[config.mk]
export PLATFORM = sky130hd
export DESIGN_NAME = text_glyph_address_layout
export DESIGN_NICKNAME = d
export VERILOG_FILES = /design/src/tgal_pkg.sv /design/src/tgal_front.sv /design/src/tgal_fifo.sv /design/src/tgal_back.sv /design/src/text_glyph_address_layout.sv
export SDC_FILE = /design/constraint.sdc
export NUM_CORES = 1
export LEC_CHECK = 0
export BUFFER_PORTS_ARGS = -buffer_cell sky130_fd_sc_hd__buf_2
export CAP_MARGIN = 20
export CORE_ASPECT_RATIO = 0.9
export CORE_MARGIN = 2
export CORE_UTILIZATION = 45
export DETAILED_ROUTE_END_ITERATION = 7
export PLACE_DENSITY_LB_ADDON = 0.25
export SKIP_CTS_REPAIR_TIMING = 1
export SYNTH_ARGS = -nofsm -noshare
export SYNTH_HDL_FRONTEND = slang
export SYNTH_HIERARCHICAL = 1
export SYNTH_SLANG_ARGS = --single-unit
[constraint.sdc]
create_clock -name clk -period 13.5 [get_ports clk]
set_input_delay 0 -clock clk [delete_from_list [all_inputs] [get_ports clk]]
set_output_delay 0 -clock clk [all_outputs]
set_load 0.005 [all_outputs]
[src/tgal_pkg.sv]
// Shared types and constants for the text glyph address and layout block.
package tgal_pkg;

	// Input action codes
	localparam logic ACT_PLACE = 1'b0;
	localparam logic ACT_TEXT  = 1'b1;

	// Configuration register indexes
	localparam logic [7:0] REG_GLYPH_SIZE    = 8'd0;
	localparam logic [7:0] REG_LINE_WIDTH    = 8'd1;
	localparam logic [7:0] REG_WIDE16_BASE   = 8'd2;
	localparam logic [7:0] REG_WIDE24_BASE   = 8'd3;
	localparam logic [7:0] REG_WIDE32_BASE   = 8'd4;
	localparam logic [7:0] REG_NARROW16_BASE = 8'd5;
	localparam logic [7:0] REG_NARROW24_BASE = 8'd6;
	localparam logic [7:0] REG_NARROW32_BASE = 8'd7;

	// Register values after reset
	localparam logic [5:0]  RST_GLYPH_SIZE    = 6'd16;
	localparam logic [7:0]  RST_LINE_WIDTH    = 8'd240;
	localparam logic [23:0] RST_WIDE16_BASE   = 24'd0;
	localparam logic [23:0] RST_WIDE24_BASE   = 24'd261702;
	localparam logic [23:0] RST_WIDE32_BASE   = 24'd850524;
	localparam logic [23:0] RST_NARROW16_BASE = 24'd1897314;
	localparam logic [23:0] RST_NARROW24_BASE = 24'd1899368;
	localparam logic [23:0] RST_NARROW32_BASE = 24'd1905518;

	typedef struct packed {
		logic [5:0]  glyph_size;
		logic [7:0]  line_width;
		logic [23:0] wide16_base;
		logic [23:0] wide24_base;
		logic [23:0] wide32_base;
		logic [23:0] narrow16_base;
		logic [23:0] narrow24_base;
		logic [23:0] narrow32_base;
	} cfg_t;

	// One classified glyph waiting for its address computation
	typedef struct packed {
		logic signed [16:0] operand;   // glyph index (may be negative on bad codes)
		logic [9:0]         bytes;     // full bitmap byte count
		logic [23:0]        base;      // selected font base
		logic [7:0]         x;
		logic [7:0]         y;
		logic               is_wide;
		logic               bad;
	} job_t;

	// Front to queue write side
	typedef struct packed {
		logic push;
		job_t job;
	} push_t;

endpackage

[src/tgal_front.sv]
// Front end: accepts text items, tracks cursor and lead byte, classifies glyphs.
module tgal_front import tgal_pkg::*; (
	input  logic       clk,
	input  logic       arst_n,
	input  cfg_t       cfg,
	input  logic       in_valid,
	output logic       in_stall,
	input  logic       action,
	input  logic [7:0] code_byte,
	input  logic [7:0] start_x,
	input  logic [7:0] start_y,
	input  logic       q_full,
	output push_t      wr
);

	localparam logic [5:0] SIZE16 = 6'd16;
	localparam logic [5:0] SIZE24 = 6'd24;
	localparam logic [5:0] SIZE32 = 6'd32;
	localparam logic [7:0] LEAD_MIN = 8'hA0;

	logic [7:0] cursor_col_q;
	logic [7:0] cursor_row_q;
	logic [7:0] lead_code_q;
	logic       lead_pending_q;

	logic              fire;
	logic [5:0]        size;
	logic [4:0]        half;
	logic [2:0]        ceil_n;
	logic [3:0]        ceil_w;
	logic [9:0]        nbytes;
	logic [9:0]        wbytes;
	logic              is_text;
	logic              is_end;
	logic              wide_hit;
	logic              narrow_hit;
	logic              lead_hit;
	logic [5:0]        adv;
	logic [7:0]        nx;
	logic signed [9:0] lim;
	logic              wrap;
	logic signed [16:0] lead_off;
	logic signed [16:0] trail_off;
	logic signed [16:0] wide_idx;
	logic [23:0]       wide_base;
	logic [23:0]       narrow_base;

	assign fire     = in_valid & ~q_full;
	assign in_stall = q_full;

	// Byte counts per glyph
	assign size   = cfg.glyph_size;
	assign half   = size[5:1];
	assign ceil_n = 3'((6'(half) + 6'd7) >> 3);
	assign ceil_w = 4'((7'(size) + 7'd7) >> 3);
	assign nbytes = 10'(size) * 10'(ceil_n);
	assign wbytes = 10'(size) * 10'(ceil_w);

	// Classify the byte
	assign is_text    = (action == ACT_TEXT);
	assign is_end     = (code_byte == 8'd0);
	assign wide_hit   = is_text & ~is_end & lead_pending_q;
	assign narrow_hit = is_text & ~is_end & ~lead_pending_q & (code_byte < LEAD_MIN);
	assign lead_hit   = is_text & ~is_end & ~lead_pending_q & (code_byte >= LEAD_MIN);

	// Cursor advance and line wrap
	assign adv  = wide_hit ? size : {1'b0, half};
	assign nx   = cursor_col_q + 8'(adv);
	assign lim  = $signed({2'b00, cfg.line_width}) - $signed({4'b0000, adv});
	assign wrap = $signed({2'b00, nx}) > lim;

	// Two-byte glyph index
	assign lead_off  = $signed({9'd0, lead_code_q}) - 17'sd161;
	assign trail_off = $signed({9'd0, code_byte}) - 17'sd161;
	assign wide_idx  = lead_off * 17'sd94 + trail_off;

	// Font base by size
	always_comb begin
		unique case (size)
			SIZE16: begin
				wide_base   = cfg.wide16_base;
				narrow_base = cfg.narrow16_base;
			end
			SIZE24: begin
				wide_base   = cfg.wide24_base;
				narrow_base = cfg.narrow24_base;
			end
			SIZE32: begin
				wide_base   = cfg.wide32_base;
				narrow_base = cfg.narrow32_base;
			end
			default: begin
				wide_base   = 24'd0;
				narrow_base = 24'd0;
			end
		endcase
	end

	// Build the job for the queue
	always_comb begin
		wr.push        = fire & (wide_hit | narrow_hit);
		wr.job.x       = cursor_col_q;
		wr.job.y       = cursor_row_q;
		wr.job.is_wide = wide_hit;
		wr.job.bad     = wide_hit & ((lead_code_q < 8'hA1) | (code_byte < 8'hA1));
		if (wide_hit) begin
			wr.job.operand = wide_idx;
			wr.job.bytes   = wbytes;
			wr.job.base    = wide_base;
		end else begin
			wr.job.operand = $signed({9'd0, code_byte});
			wr.job.bytes   = nbytes;
			wr.job.base    = narrow_base;
		end
	end

	// Update cursor and lead state on each transfer
	always_ff @(posedge clk or negedge arst_n) begin
		if (!arst_n) begin
			cursor_col_q   <= 8'd0;
			cursor_row_q   <= 8'd0;
			lead_code_q    <= 8'd0;
			lead_pending_q <= 1'b0;
		end else if (fire) begin
			if (!is_text) begin
				cursor_col_q   <= start_x;
				cursor_row_q   <= start_y;
				lead_pending_q <= 1'b0;
			end else if (is_end) begin
				lead_pending_q <= 1'b0;
			end else if (lead_hit) begin
				lead_code_q    <= code_byte;
				lead_pending_q <= 1'b1;
			end else begin
				lead_pending_q <= 1'b0;
				if (wrap) begin
					cursor_col_q <= 8'd0;
					cursor_row_q <= cursor_row_q + 8'(size);
				end else begin
					cursor_col_q <= nx;
				end
			end
		end
	end

	a_place_drops_lead: assert property (@(posedge clk) disable iff (!arst_n)
		fire && action == ACT_PLACE |=> !lead_pending_q)
		else $error("lead byte kept across a place action");

endmodule

[src/tgal_fifo.sv]
// Two-entry job queue between the front end and the address back end.
module tgal_fifo import tgal_pkg::*; (
	input  logic  clk,
	input  logic  arst_n,
	input  push_t wr,
	output logic  full,
	output logic  rd_valid,
	output job_t  rd_job,
	input  logic  pop
);

	job_t       mem_q [2];
	logic       wr_ptr_q;
	logic       rd_ptr_q;
	logic [1:0] count_q;

	assign full     = (count_q == 2'd2);
	assign rd_valid = (count_q != 2'd0);
	assign rd_job   = mem_q[rd_ptr_q];

	// Store pushed jobs
	always_ff @(posedge clk) begin
		if (wr.push) begin
			mem_q[wr_ptr_q] <= wr.job;
		end
	end

	// Advance pointers and fill count
	always_ff @(posedge clk or negedge arst_n) begin
		if (!arst_n) begin
			wr_ptr_q <= 1'b0;
			rd_ptr_q <= 1'b0;
			count_q  <= 2'd0;
		end else begin
			if (wr.push) begin
				wr_ptr_q <= ~wr_ptr_q;
			end
			if (pop) begin
				rd_ptr_q <= ~rd_ptr_q;
			end
			case ({wr.push, pop})
				2'b10:   count_q <= count_q + 2'd1;
				2'b01:   count_q <= count_q - 2'd1;
				default: count_q <= count_q;
			endcase
		end
	end

	a_no_overflow: assert property (@(posedge clk) disable iff (!arst_n)
		!(wr.push && full))
		else $error("push into full queue");

	a_no_underflow: assert property (@(posedge clk) disable iff (!arst_n)
		!(pop && !rd_valid))
		else $error("pop from empty queue");

	a_count_range: assert property (@(posedge clk) disable iff (!arst_n)
		count_q != 2'd3)
		else $error("queue count out of range");

endmodule

[src/tgal_back.sv]
// Back end: multiplies glyph index by byte count, adds the font base, holds the result.
module tgal_back import tgal_pkg::*; #(
	parameter int ADDR_BITS = 24
) (
	input  logic        clk,
	input  logic        arst_n,
	input  logic        q_valid,
	input  job_t        q_job,
	output logic        pop,
	output logic        out_valid,
	input  logic        out_stall,
	output logic [23:0] glyph_addr,
	output logic [7:0]  glyph_bytes,
	output logic [7:0]  glyph_x,
	output logic [7:0]  glyph_y,
	output logic        is_wide,
	output logic        bad_code
);

	logic               valid_s1;
	logic signed [27:0] prod_s1;
	logic [9:0]         bytes_s1;
	logic [23:0]        base_s1;
	logic [7:0]         x_s1;
	logic [7:0]         y_s1;
	logic               wide_s1;
	logic               bad_s1;

	logic               valid_s2;
	logic [23:0]        addr_s2;
	logic [7:0]         bytes_s2;
	logic [7:0]         x_s2;
	logic [7:0]         y_s2;
	logic               wide_s2;
	logic               bad_s2;

	logic                 out_free;
	logic                 s1_free;
	logic [ADDR_BITS-1:0] offset;
	logic [ADDR_BITS-1:0] addr_sum;

	assign out_free = ~valid_s2 | ~out_stall;
	assign s1_free  = ~valid_s1 | out_free;
	assign pop      = q_valid & s1_free;

	// Wrap offset and base to the address width
	assign offset   = ADDR_BITS'(prod_s1);
	assign addr_sum = offset + ADDR_BITS'(base_s1);

	// Multiply stage
	always_ff @(posedge clk or negedge arst_n) begin
		if (!arst_n) begin
			valid_s1 <= 1'b0;
		end else if (s1_free) begin
			valid_s1 <= q_valid;
		end
	end

	always_ff @(posedge clk) begin
		if (pop) begin
			prod_s1  <= 28'(q_job.operand) * 28'($signed({1'b0, q_job.bytes}));
			bytes_s1 <= q_job.bytes;
			base_s1  <= q_job.base;
			x_s1     <= q_job.x;
			y_s1     <= q_job.y;
			wide_s1  <= q_job.is_wide;
			bad_s1   <= q_job.bad;
		end
	end

	// Output register: add base, saturate byte count, hold while stalled
	always_ff @(posedge clk or negedge arst_n) begin
		if (!arst_n) begin
			valid_s2 <= 1'b0;
		end else if (out_free) begin
			valid_s2 <= valid_s1;
		end
	end

	always_ff @(posedge clk) begin
		if (out_free && valid_s1) begin
			addr_s2  <= 24'(addr_sum);
			bytes_s2 <= (bytes_s1 > 10'd255) ? 8'd255 : bytes_s1[7:0];
			x_s2     <= x_s1;
			y_s2     <= y_s1;
			wide_s2  <= wide_s1;
			bad_s2   <= bad_s1;
		end
	end

	assign out_valid   = valid_s2;
	assign glyph_addr  = addr_s2;
	assign glyph_bytes = bytes_s2;
	assign glyph_x     = x_s2;
	assign glyph_y     = y_s2;
	assign is_wide     = wide_s2;
	assign bad_code    = bad_s2;

endmodule

[src/text_glyph_address_layout.sv]
// Top level of the text glyph address and layout block with its register file.
//
//  channel | direction | handshake             | payload
//  --------+-----------+-----------------------+----------------------------------------
//  in      | input     | in_valid / in_stall   | action, code_byte, start_x, start_y
//  out     | output    | out_valid / out_stall | glyph_addr, glyph_bytes, glyph_x,
//          |           |                       | glyph_y, is_wide, bad_code
//  cfg     | input     | cfg_valid / cfg_ready | cfg_index, cfg_data
//
// A text byte is classified and the cursor updated in the cycle of its transfer; one item
// per cycle is taken while the two-entry job queue has room.
// A glyph result passes through the job queue, the index by byte-count multiply register
// and the base add into the output register. Output stalls back up through the queue; the
// input stalls only once the queue is full. Reset (arst_n low) clears the cursor, the
// pending lead byte and the queue, and loads the registers with their reset values.
module text_glyph_address_layout import tgal_pkg::*; #(
	parameter int ADDR_BITS = 24
) (
	input  logic        clk,
	input  logic        arst_n,
	input  logic        in_valid,
	output logic        in_stall,
	input  logic        action,
	input  logic [7:0]  code_byte,
	input  logic [7:0]  start_x,
	input  logic [7:0]  start_y,
	output logic        out_valid,
	input  logic        out_stall,
	output logic [23:0] glyph_addr,
	output logic [7:0]  glyph_bytes,
	output logic [7:0]  glyph_x,
	output logic [7:0]  glyph_y,
	output logic        is_wide,
	output logic        bad_code,
	input  logic        cfg_valid,
	output logic        cfg_ready,
	input  logic [7:0]  cfg_index,
	input  logic [31:0] cfg_data
);

	cfg_t  cfg_q;
	push_t wr;
	logic  q_full;
	logic  q_valid;
	job_t  q_job;
	logic  pop;

	assign cfg_ready = 1'b1;

	// Register file writes
	always_ff @(posedge clk or negedge arst_n) begin
		if (!arst_n) begin
			cfg_q.glyph_size    <= RST_GLYPH_SIZE;
			cfg_q.line_width    <= RST_LINE_WIDTH;
			cfg_q.wide16_base   <= RST_WIDE16_BASE;
			cfg_q.wide24_base   <= RST_WIDE24_BASE;
			cfg_q.wide32_base   <= RST_WIDE32_BASE;
			cfg_q.narrow16_base <= RST_NARROW16_BASE;
			cfg_q.narrow24_base <= RST_NARROW24_BASE;
			cfg_q.narrow32_base <= RST_NARROW32_BASE;
		end else if (cfg_valid && cfg_ready) begin
			unique case (cfg_index)
				REG_GLYPH_SIZE:    cfg_q.glyph_size    <= cfg_data[5:0];
				REG_LINE_WIDTH:    cfg_q.line_width    <= cfg_data[7:0];
				REG_WIDE16_BASE:   cfg_q.wide16_base   <= cfg_data[23:0];
				REG_WIDE24_BASE:   cfg_q.wide24_base   <= cfg_data[23:0];
				REG_WIDE32_BASE:   cfg_q.wide32_base   <= cfg_data[23:0];
				REG_NARROW16_BASE: cfg_q.narrow16_base <= cfg_data[23:0];
				REG_NARROW24_BASE: cfg_q.narrow24_base <= cfg_data[23:0];
				REG_NARROW32_BASE: cfg_q.narrow32_base <= cfg_data[23:0];
				default: ;
			endcase
		end
	end

	tgal_front u_front (
		.clk       (clk),
		.arst_n    (arst_n),
		.cfg       (cfg_q),
		.in_valid  (in_valid),
		.in_stall  (in_stall),
		.action    (action),
		.code_byte (code_byte),
		.start_x   (start_x),
		.start_y   (start_y),
		.q_full    (q_full),
		.wr        (wr)
	);

	tgal_fifo u_fifo (
		.clk      (clk),
		.arst_n   (arst_n),
		.wr       (wr),
		.full     (q_full),
		.rd_valid (q_valid),
		.rd_job   (q_job),
		.pop      (pop)
	);

	tgal_back #(
		.ADDR_BITS (ADDR_BITS)
	) u_back (
		.clk         (clk),
		.arst_n      (arst_n),
		.q_valid     (q_valid),
		.q_job       (q_job),
		.pop         (pop),
		.out_valid   (out_valid),
		.out_stall   (out_stall),
		.glyph_addr  (glyph_addr),
		.glyph_bytes (glyph_bytes),
		.glyph_x     (glyph_x),
		.glyph_y     (glyph_y),
		.is_wide     (is_wide),
		.bad_code    (bad_code)
	);

endmodule
==> results.json, run 1 <==
{
  "nets": 3071,
  "clk_pin_slew_ns": 0.06,
  "drc": 0,
  "detail-route-antenna-nets": 0,
  "required_ns": 13.83,
  "criticalPathCategory": "reg -> reg",
  "die_y_um": 247,
  "cp-end-kind": "flip-flop",
  "cts.sinks": 453,
  "layout_min_cycle_time_ns": 7.22,
  "cts_tree": "yes",
  "yosys_warnings": 6,
  "htreeDepth": 2,
  "fp-row-count": 89,
  "io_pins": 123,
  "grt_max_degree": 96,
  "syn_nets": 2932,
  "drtIter0Drc": 1127,
  "ys_types": 86,
  "max_slew_margin_pct": 32.9,
  "layout-drive-gt1-share_pct": 20.8,
  "worst_pin_slew_ns": 1.01,
  "firstDrtPassIters": 5,
  "path_cells": "buf_4 > mux2_4 > and2_1 > fa_1 > inv_1 > fa_1 > inv_1 > fa_1 > fa_1 > inv_1 > fa_1 > inv_1 > ha_1 > a21o_1 > and2_1 > a311o_1 > o221a_1 > o2111ai_1 > nand3_1 > xor2_1",
  "finalHoldViolCount": 6,
  "period_share_pct": 53.5,
  "die_x_um": 274,
  "track_usage_pct": 19.2,
  "yosysSeqAreaShare_pct": 43.0,
  "violations": "hold timing",
  "antenna_found_initial": 0,
  "final_common_cell": "inv_1",
  "whs_ns": -0.0136,
  "clock.fmax_ghz": 0.139,
  "syn_area_mm2": 0.0296,
  "rsz0062_at_grt": "no",
  "gp_congestion": 0.860,
  "wl_per_cell_um": 18.0,
  "cpLargestDelayFamily": "adder cells",
  "layout_common_cells": "309 x inv_1, 264 x edfxtp_1, 193 x nand2_1, 179 x ha_1, 171 x mux2_2",
  "cp_data_arrival_time_ns": 7.55,
  "area_delta_synth_final_pct": 11.8,
  "diodes": 0,
  "die_area_mm2": 0.0679,
  "fin_skew_ns": 0.0300,
  "synth_seq_cells": 453,
  "cts_buffer_depth": 3,
  "setup_viol": 0,
  "postSynthAreaPerCell_um2": 11.8,
  "synth_cells": 2515,
  "vias_per_cell": 5.35,
  "start_util_pct": 45.3,
  "finalSetupTns_ns": 0,
  "cap_viol_max_count": 0,
  "core_mm2": 0.0654,
  "crit_path_top_delay_cell": "buf_4",
  "worst-path-buf-inv": 5,
  "worstSkewPairLatency_ns": 0.60,
  "grt_pass1_vias": 20000,
  "dp_hpwl_um": 43800,
  "port_buffers": 113,
  "wirelength_um": 63900,
  "synth_flop_cell": "edfxtp_1",
  "status": "finished with violations",
  "slew_violations": 0,
  "cts_made_buffers": 47,
  "cts_root_buffer": "clkbuf_16",
  "critPathMostFrequentCell": "fa_1",
  "grt_pass1_wl_um": 104000,
  "slowest_delay_ns": 0.84,
  "synth-edff-count": 264,
  "hp-class": "in -> reg",
  "vias": 19000,
  "async_reset_ff_share_pct": 41.7,
  "grt_overflow": 0,
  "cp_max_fo": 49,
  "start_kind": "flip-flop"
}
[stage by stage]
stage | cells | instance area, µm² | worst slack [ns] | hold WS [ns] | utilization [%]
6_report | 3557 | 33100 | 6.28 | -0.0136 | 50.7
5_1_grt | 3557 | 33100 | 5.89 | 0.00552 | 50.7
4_1_cts | 3501 | 32600 | 6.27 | -0.502 | 49.8
3_5_place_dp | 3413 | 30900 | 6.32 | 0.140 | 47.2
3_3_place_gp | 3412 | 30800 | 6.31 | 0.119 | 47.2
2_1_floorplan | 2515 | 29600 | 7.26 | -0.296 | -
[cell families (layout without fill, tap and decap cells)]
kind of cell	count (synthesis)	count (layout)	synth area share, %
AOI/OAI and AO/OA	389	389	8.99
xor gates and xnor gates	123	123	3.64
adders and majority gates	347	347	18.9
buffers and inverters	406	584	5.94
DFF	453	453	43.0
muxes	244	244	10.1
other	1	1	0.0127
and+or+nand+nor	552	552	9.38
[area by class of cell]
type | count | area, µm²
Inverter | 310 | 1160
Tap cell | 864 | 1080
Clock inverter | 22 | 283
Fill cell | 5638 | 32200
Timing Repair Buffer | 186 | 1280
Multi-Input combinational cell | 1656 | 15200
Clock buffer | 66 | 1410
Sequential cell | 453 | 12700
[worst reg2reg max path: cells and delay by family (launching register included)]
| family | cells | cell delay [ns] |
|---|---|---|
| adders and majority gates | 6 | 2.99 |
| and+or+nand+nor | 3 | 0.49 |
| muxes | 1 | 0.50 |
| buffers and inverters | 5 | 1.05 |
| DFF | 1 | 0.72 |
| AOI/OAI and AO/OA | 4 | 1.03 |
| xor gates and xnor gates | 1 | 0.16 |
[sequential cells by signal, indices dropped and copies added (netlist names), 10 cells and up]
register and flops:
cfg_q 158, u_back/base_s1 24, u_back/bytes_s1 10, u_back/glyph_addr 24, u_back/prod_s1 24, u_fifo/mem_q 138
[path summary, 6_finish.rpt]
kind                                      start                       to  slack, ns  cells past startpoint
worst max-delay path            u_fifo/rd_ptr_q       u_back/prod_s1[22]       6.28                     20
worst min-delay path               cfg_index[6]               cfg_q[146]      -0.01                      4
worst max register to register  u_fifo/rd_ptr_q       u_back/prod_s1[22]       6.28                     20
worst min register to register   u_back/y_s1[2]        u_back/glyph_y[2]       0.42                      0
max in group asynchronous                arst_n  u_front/cursor_row_q[6]      11.59                      4
min in group asynchronous                arst_n                cfg_q[88]       0.06                      2
[Yosys cell counts, drive strengths merged, types with 12 or more instances]
library cell	count	share of area [%]
buf	42	1.3
o21ai	78	1.4
ha	179	7.6
fa	168	11
nor2b	21	0.44
nand3	33	0.61
a21oi	105	1.9
a221o	34	1.2
or3	18	0.38
xnor2	85	2.5
clkbuf	54	0.68
dfstp	66	5.9
xor2	38	1.1
o21a	12	0.30
mux2	240	10
a211oi	13	0.33
dfrtp	123	10
inv	310	3.9
and2	87	1.8
nor3	23	0.43
a21o	37	0.94
nor2	101	1.3
edfxtp	264	27
nand2b	37	0.78
o22ai	26	0.57
nand2	194	2.5
[routing by layer]
layer / global-route usage [%] / share of wire (%)
met4: 5.64 / 2.1
met2: 33.3 / 49
met5: 0 / 0
met3: 2.49 / 4.1
met1: 25.1 / 45
Power of run 1 is not shown: default switching activity piles up to over one toggle a cycle in this logic, so the estimate is an artifact.
==> inputs of run 2 (changes only) <==
Clock period 13.5 ns to 7.55 ns, I/O delays scaled along.
==> run 2 against run 1 <==
The run still ends with hold timing left; first-iteration DRC count is 11% lower; critical path depth is 7 higher; clock-buffer cell count is 7 lower; hold slack got worse by 0.037 ns; worst setup slack worse by 5.7 ns; final cell count stayed put; via count is 0.51% lower; global-route usage is essentially flat; die area is the same.
==> results.json, run 2 (same netlist as run 1, synthesis figures left out) <==
{
  "status": "finished with violations",
  "violations": "hold timing",
  "max_slew_margin_pct": 33.6,
  "multiInputGateArea_mm2": 0.0152,
  "cts_buffer_depth": 3,
  "top_register": "cfg_q",
  "port_buffers": 113,
  "rsz0062_at_grt": "no",
  "wirelength_um": 64600,
  "layout_common_cells": "309 x inv_1, 264 x edfxtp_1, 193 x nand2_1, 179 x ha_1, 171 x mux2_2",
  "nets": 3071,
  "layout_min_cycle_time_ns": 6.95,
  "finalHoldViolCount": 9,
  "fp-row-count": 89,
  "setup_viol": 0,
  "period_share_pct": 92.1,
  "hp-class": "in -> reg",
  "seq_area_mm2": 0.0127,
  "dpl_cell_area_mm2": 0.0309,
  "fin_cells": 3557,
  "cp-end-kind": "flip-flop",
  "finalSetupTns_ns": 0,
  "whs_ns": -0.0501,
  "cts_tree": "yes",
  "track_usage_pct": 19.2,
  "grt_max_degree": 84,
  "criticalPathCategory": "reg -> reg",
  "io_pins": 123,
  "antenna_found_initial": 1,
  "clk_pin_slew_ns": 0.06,
  "detail-route-antenna-nets": 0,
  "htreeDepth": 2,
  "final_common_cell": "inv_1",
  "cap_viol_max_count": 0,
  "fillCellCount": 5716,
  "final_area_mm2": 0.0330,
  "die_x_um": 274,
  "gp_congestion": 0.862,
  "reg.largest.list": "cfg_q x158, u_fifo/mem_q x138",
  "cts_made_buffers": 48,
  "core_mm2": 0.0654,
  "slew_violations": 0,
  "fin_skew_ns": 0.0436,
  "start_util_pct": 45.3,
  "cp_max_fo": 7,
  "vias_per_cell": 5.32,
  "die_area_mm2": 0.0679,
  "diodes": 0,
  "area_delta_synth_final_pct": 11.4,
  "grt_pass1_vias": 19900,
  "start_kind": "flip-flop",
  "wl_per_cell_um": 18.2,
  "worst_pin_slew_ns": 0.992,
  "cts.sinks": 453,
  "firstDrtPassIters": 5,
  "clock.fmax_ghz": 0.144,
  "layout-drive-gt1-share_pct": 20.5,
  "cp_data_arrival_time_ns": 7.24,
  "largest_register_ff_count": 158,
  "drc": 0,
  "drtIter0Drc": 1006,
  "cts_root_buffer": "clkbuf_16",
  "dp_hpwl_um": 44500,
  "placedCellCount": 3414,
  "die_y_um": 247,
  "grt_overflow": 0,
  "vias": 18900,
  "required_ns": 7.84,
  "grt_pass1_wl_um": 104000,
  "worstSkewPairLatency_ns": 0.61
}
## run 2: routing by layer
| metal | GRT usage (%) | part of all wire, % |
|---|---|---|
| met5 | 0 | 0 |
| met4 | 4.62 | 1.7 |
| met3 | 2.94 | 4.2 |
| met2 | 33.5 | 49 |
| met1 | 25.1 | 45 |
## run 2: per-stage QoR
step | setup slack (ns) | utilization (%)
2_1_floorplan | 1.31 | -
3_5_place_dp | 0.646 | 47.2
5_1_grt | 0.0608 | 50.5
3_3_place_gp | 0.806 | 47.2
4_1_cts | 0.574 | 49.7
6_report | 0.600 | 50.5
## run 2: critical path, stage by stage, from the launching register on
cell      delay (ns)
dfrtp_1         0.41
inv_1           0.18
ha_1            0.23
or4b_4          0.52
a21oi_4         0.20
nand2b_1        0.32
inv_1           0.23
fa_1            0.52
inv_1           0.04
ha_1            0.18
fa_1            0.50
inv_1           0.05
fa_1            0.50
inv_1           0.04
ha_1            0.33
a21o_1          0.18
a21oi_1         0.27
o21ai_0         0.19
nand2_1         0.11
xnor2_1         0.07
ha_1            0.35
a21oi_1         0.08
o21bai_1        0.25
o21ai_0         0.15
a31o_2          0.23
a211oi_1        0.26
xor2_1          0.17
nor2_1          0.06
## run 2: path summary, 6_finish.rpt
kind / startpoint / endpoint / slack [ns] / cells past startpoint
hold reg to reg: u_back/y_s1[1] / u_back/glyph_y[1] / 0.42 / 0
min in group asynchronous: arst_n / cfg_q[88] / 0.03 / 2
setup reg to reg: u_front/lead_code_q[0] / u_fifo/mem_q[1][68] / 0.60 / 27
hold / removal: code_byte[7] / u_fifo/mem_q[0][59] / -0.05 / 3
max in group asynchronous: arst_n / u_fifo/rd_ptr_q / 5.48 / 4
setup / recovery: u_front/lead_code_q[0] / u_fifo/mem_q[1][68] / 0.60 / 27
## run 2: area by class of cell
type	count	share of cell area [%]
clock buffer	59	3.76
clock inverter	30	1.12
inverter	310	3.53
multi-input combinational	1656	45.9
sequential	453	38.6
tap	864	3.28
timing repair buffer	185	3.78
Power of run 2 is left out for the same reason.
==> inputs of run 3 (changes only) <==
Settings changed: CTS_BUF_LIST set to sky130_fd_sc_hd__clkbuf_4 sky130_fd_sc_hd__clkbuf_8, CTS_CLUSTER_SIZE set to 24, RECOVER_POWER set to 25.
==> run 3 against run 2 <==
The run ends with capacitance limit, slew limit left; via count grew 0.94%; clock-buffer cell count grew 49; flip-flop and latch count is the same; die area is the same; register-to-register slack gained 0.04 ns; non-clock buffer count grew 15; worst setup slack gained 0.040 ns; maximum frequency grew 0.57%; hold slack gained 0.19 ns; core utilization grew 0.15 points.
==> results.json, run 3 (same netlist as run 1, synthesis figures left out) <==
{
  "fin_skew_ns": 0.0326,
  "top_register": "cfg_q",
  "r2r-start": "u_front/lead_code_q[0]",
  "worst_pin_slew_ns": 3.94,
  "io_pins": 123,
  "vias": 19100,
  "cts_tree": "yes",
  "cp_data_arrival_time_ns": 7.28,
  "die_y_um": 247,
  "met2_usage_pct": 33.5,
  "antenna_found_initial": 2,
  "drtIter0Drc": 992,
  "cts.sinks": 453,
  "wirelength_um": 65400,
  "reg.largest.list": "cfg_q x158, u_fifo/mem_q x138",
  "cp-startpoint": "u_front/lead_code_q[0]",
  "use_met1_pct": 25.2,
  "cts_buffer_depth": 3,
  "layout_common_cells": "309 x inv_1, 264 x edfxtp_1, 193 x nand2_1, 179 x ha_1, 171 x mux2_2",
  "cp-end-kind": "flip-flop",
  "htreeDepth": 3,
  "clock.fmax_ghz": 0.145,
  "critPathMostFrequentCell": "inv_1",
  "cp_max_fo": 7,
  "slew_violations": 152,
  "finalSetupTns_ns": 0,
  "detail-route-antenna-nets": 0,
  "busiest_layer": "met2",
  "track_usage_pct": 19.5,
  "period_share_pct": 91.5,
  "fillCellCount": 5760,
  "core_mm2": 0.0654,
  "vias_per_cell": 5.27,
  "cts_root_buffer": "clkbuf_8",
  "cap_viol_max_count": 4,
  "min-delay-start": "action",
  "gp_congestion": 0.862,
  "grt_max_degree": 84,
  "rsz0062_at_grt": "no",
  "dp_hpwl_um": 44500,
  "crit_path_top_delay_cell": "or4b_4",
  "layout-drive-gt1-share_pct": 20.8,
  "criticalPathCategory": "reg -> reg",
  "required_ns": 7.92,
  "nets": 3116,
  "fp-row-count": 89,
  "die_x_um": 274,
  "setup_viol": 0,
  "worstSkewPairLatency_ns": 0.67,
  "final_common_cell": "inv_1",
  "clk_pin_slew_ns": 0.06,
  "grtUsageMet3_pct": 3.45,
  "max_slew_margin_pct": -163,
  "grt_pass1_vias": 20200,
  "start_util_pct": 45.3,
  "start_kind": "flip-flop",
  "wl_per_cell_um": 18.0,
  "firstDrtPassIters": 7,
  "area_delta_synth_final_pct": 11.7,
  "port_buffers": 113,
  "largest_register_ff_count": 158,
  "finalHoldViolCount": 0,
  "hp-class": "in -> reg",
  "cpLargestDelayFamily": "adder cells",
  "slowest_delay_ns": 0.52,
  "violations": "capacitance limit, slew limit",
  "cts_made_buffers": 78,
  "grt_pass1_wl_um": 105000,
  "drc": 0,
  "grt_overflow": 0,
  "layout_min_cycle_time_ns": 6.91,
  "die_area_mm2": 0.0679,
  "status": "finished with violations",
  "worst-path-buf-inv": 5
}
run 3: final cells by class:
type | count | area (µm²) | share of cell area [%]
clock buffer | 108 | 1340 | 4.04
antenna | 1 | 2.50 | 0.00756
multi-input combinational | 1656 | 15100 | 45.7
sequential | 453 | 12700 | 38.5
clock inverter | 37 | 292 | 0.881
inverter | 310 | 1160 | 3.52
tap | 864 | 1080 | 3.27
timing repair buffer | 200 | 1340 | 4.06
run 3: metrics by stage:
step	area, µm²	instances	hold WS, ns	utilization (%)	worst slack, ns
4_1_cts	32500	3559	-0.659	49.7	0.602
3_5_place_dp	30900	3414	0.0923	47.2	0.646
6_report	33100	3629	0.140	50.6	0.640
3_3_place_gp	30900	3414	0.0732	47.2	0.806
5_1_grt	33100	3629	0.106	50.6	0.0832
2_1_floorplan	29600	2515	-0.296	-	1.31
run 3: worst min-delay path: cells and delay by family:
family          cells  cell delay [ns]
compound gates      3             0.55
buf+inv             1             0.22
run 3: worst paths after layout:
path | endpoint | slack, ns | depth (start not counted)
min reg2reg | u_back/glyph_y[2] | 0.42 | 0
min in group asynchronous | cfg_q[11] | 1.84 | 3
min | u_front/cursor_col_q[5] | 0.14 | 4
max in group asynchronous | u_fifo/rd_ptr_q | 2.59 | 5
max reg2reg | u_fifo/mem_q[1][68] | 0.64 | 27
max | u_fifo/mem_q[1][68] | 0.64 | 27
run 3: layer usage:
layer  up-vias  share of wire [%]  wire length [µm]
met3        97                4.1              2680
li1       9031                  -                 -
met1      9599                 45             29500
met5         -                  0                 0
met4         0                1.9              1270
met2       381                 49             32000
Power of run 3 is left out for the same reason.
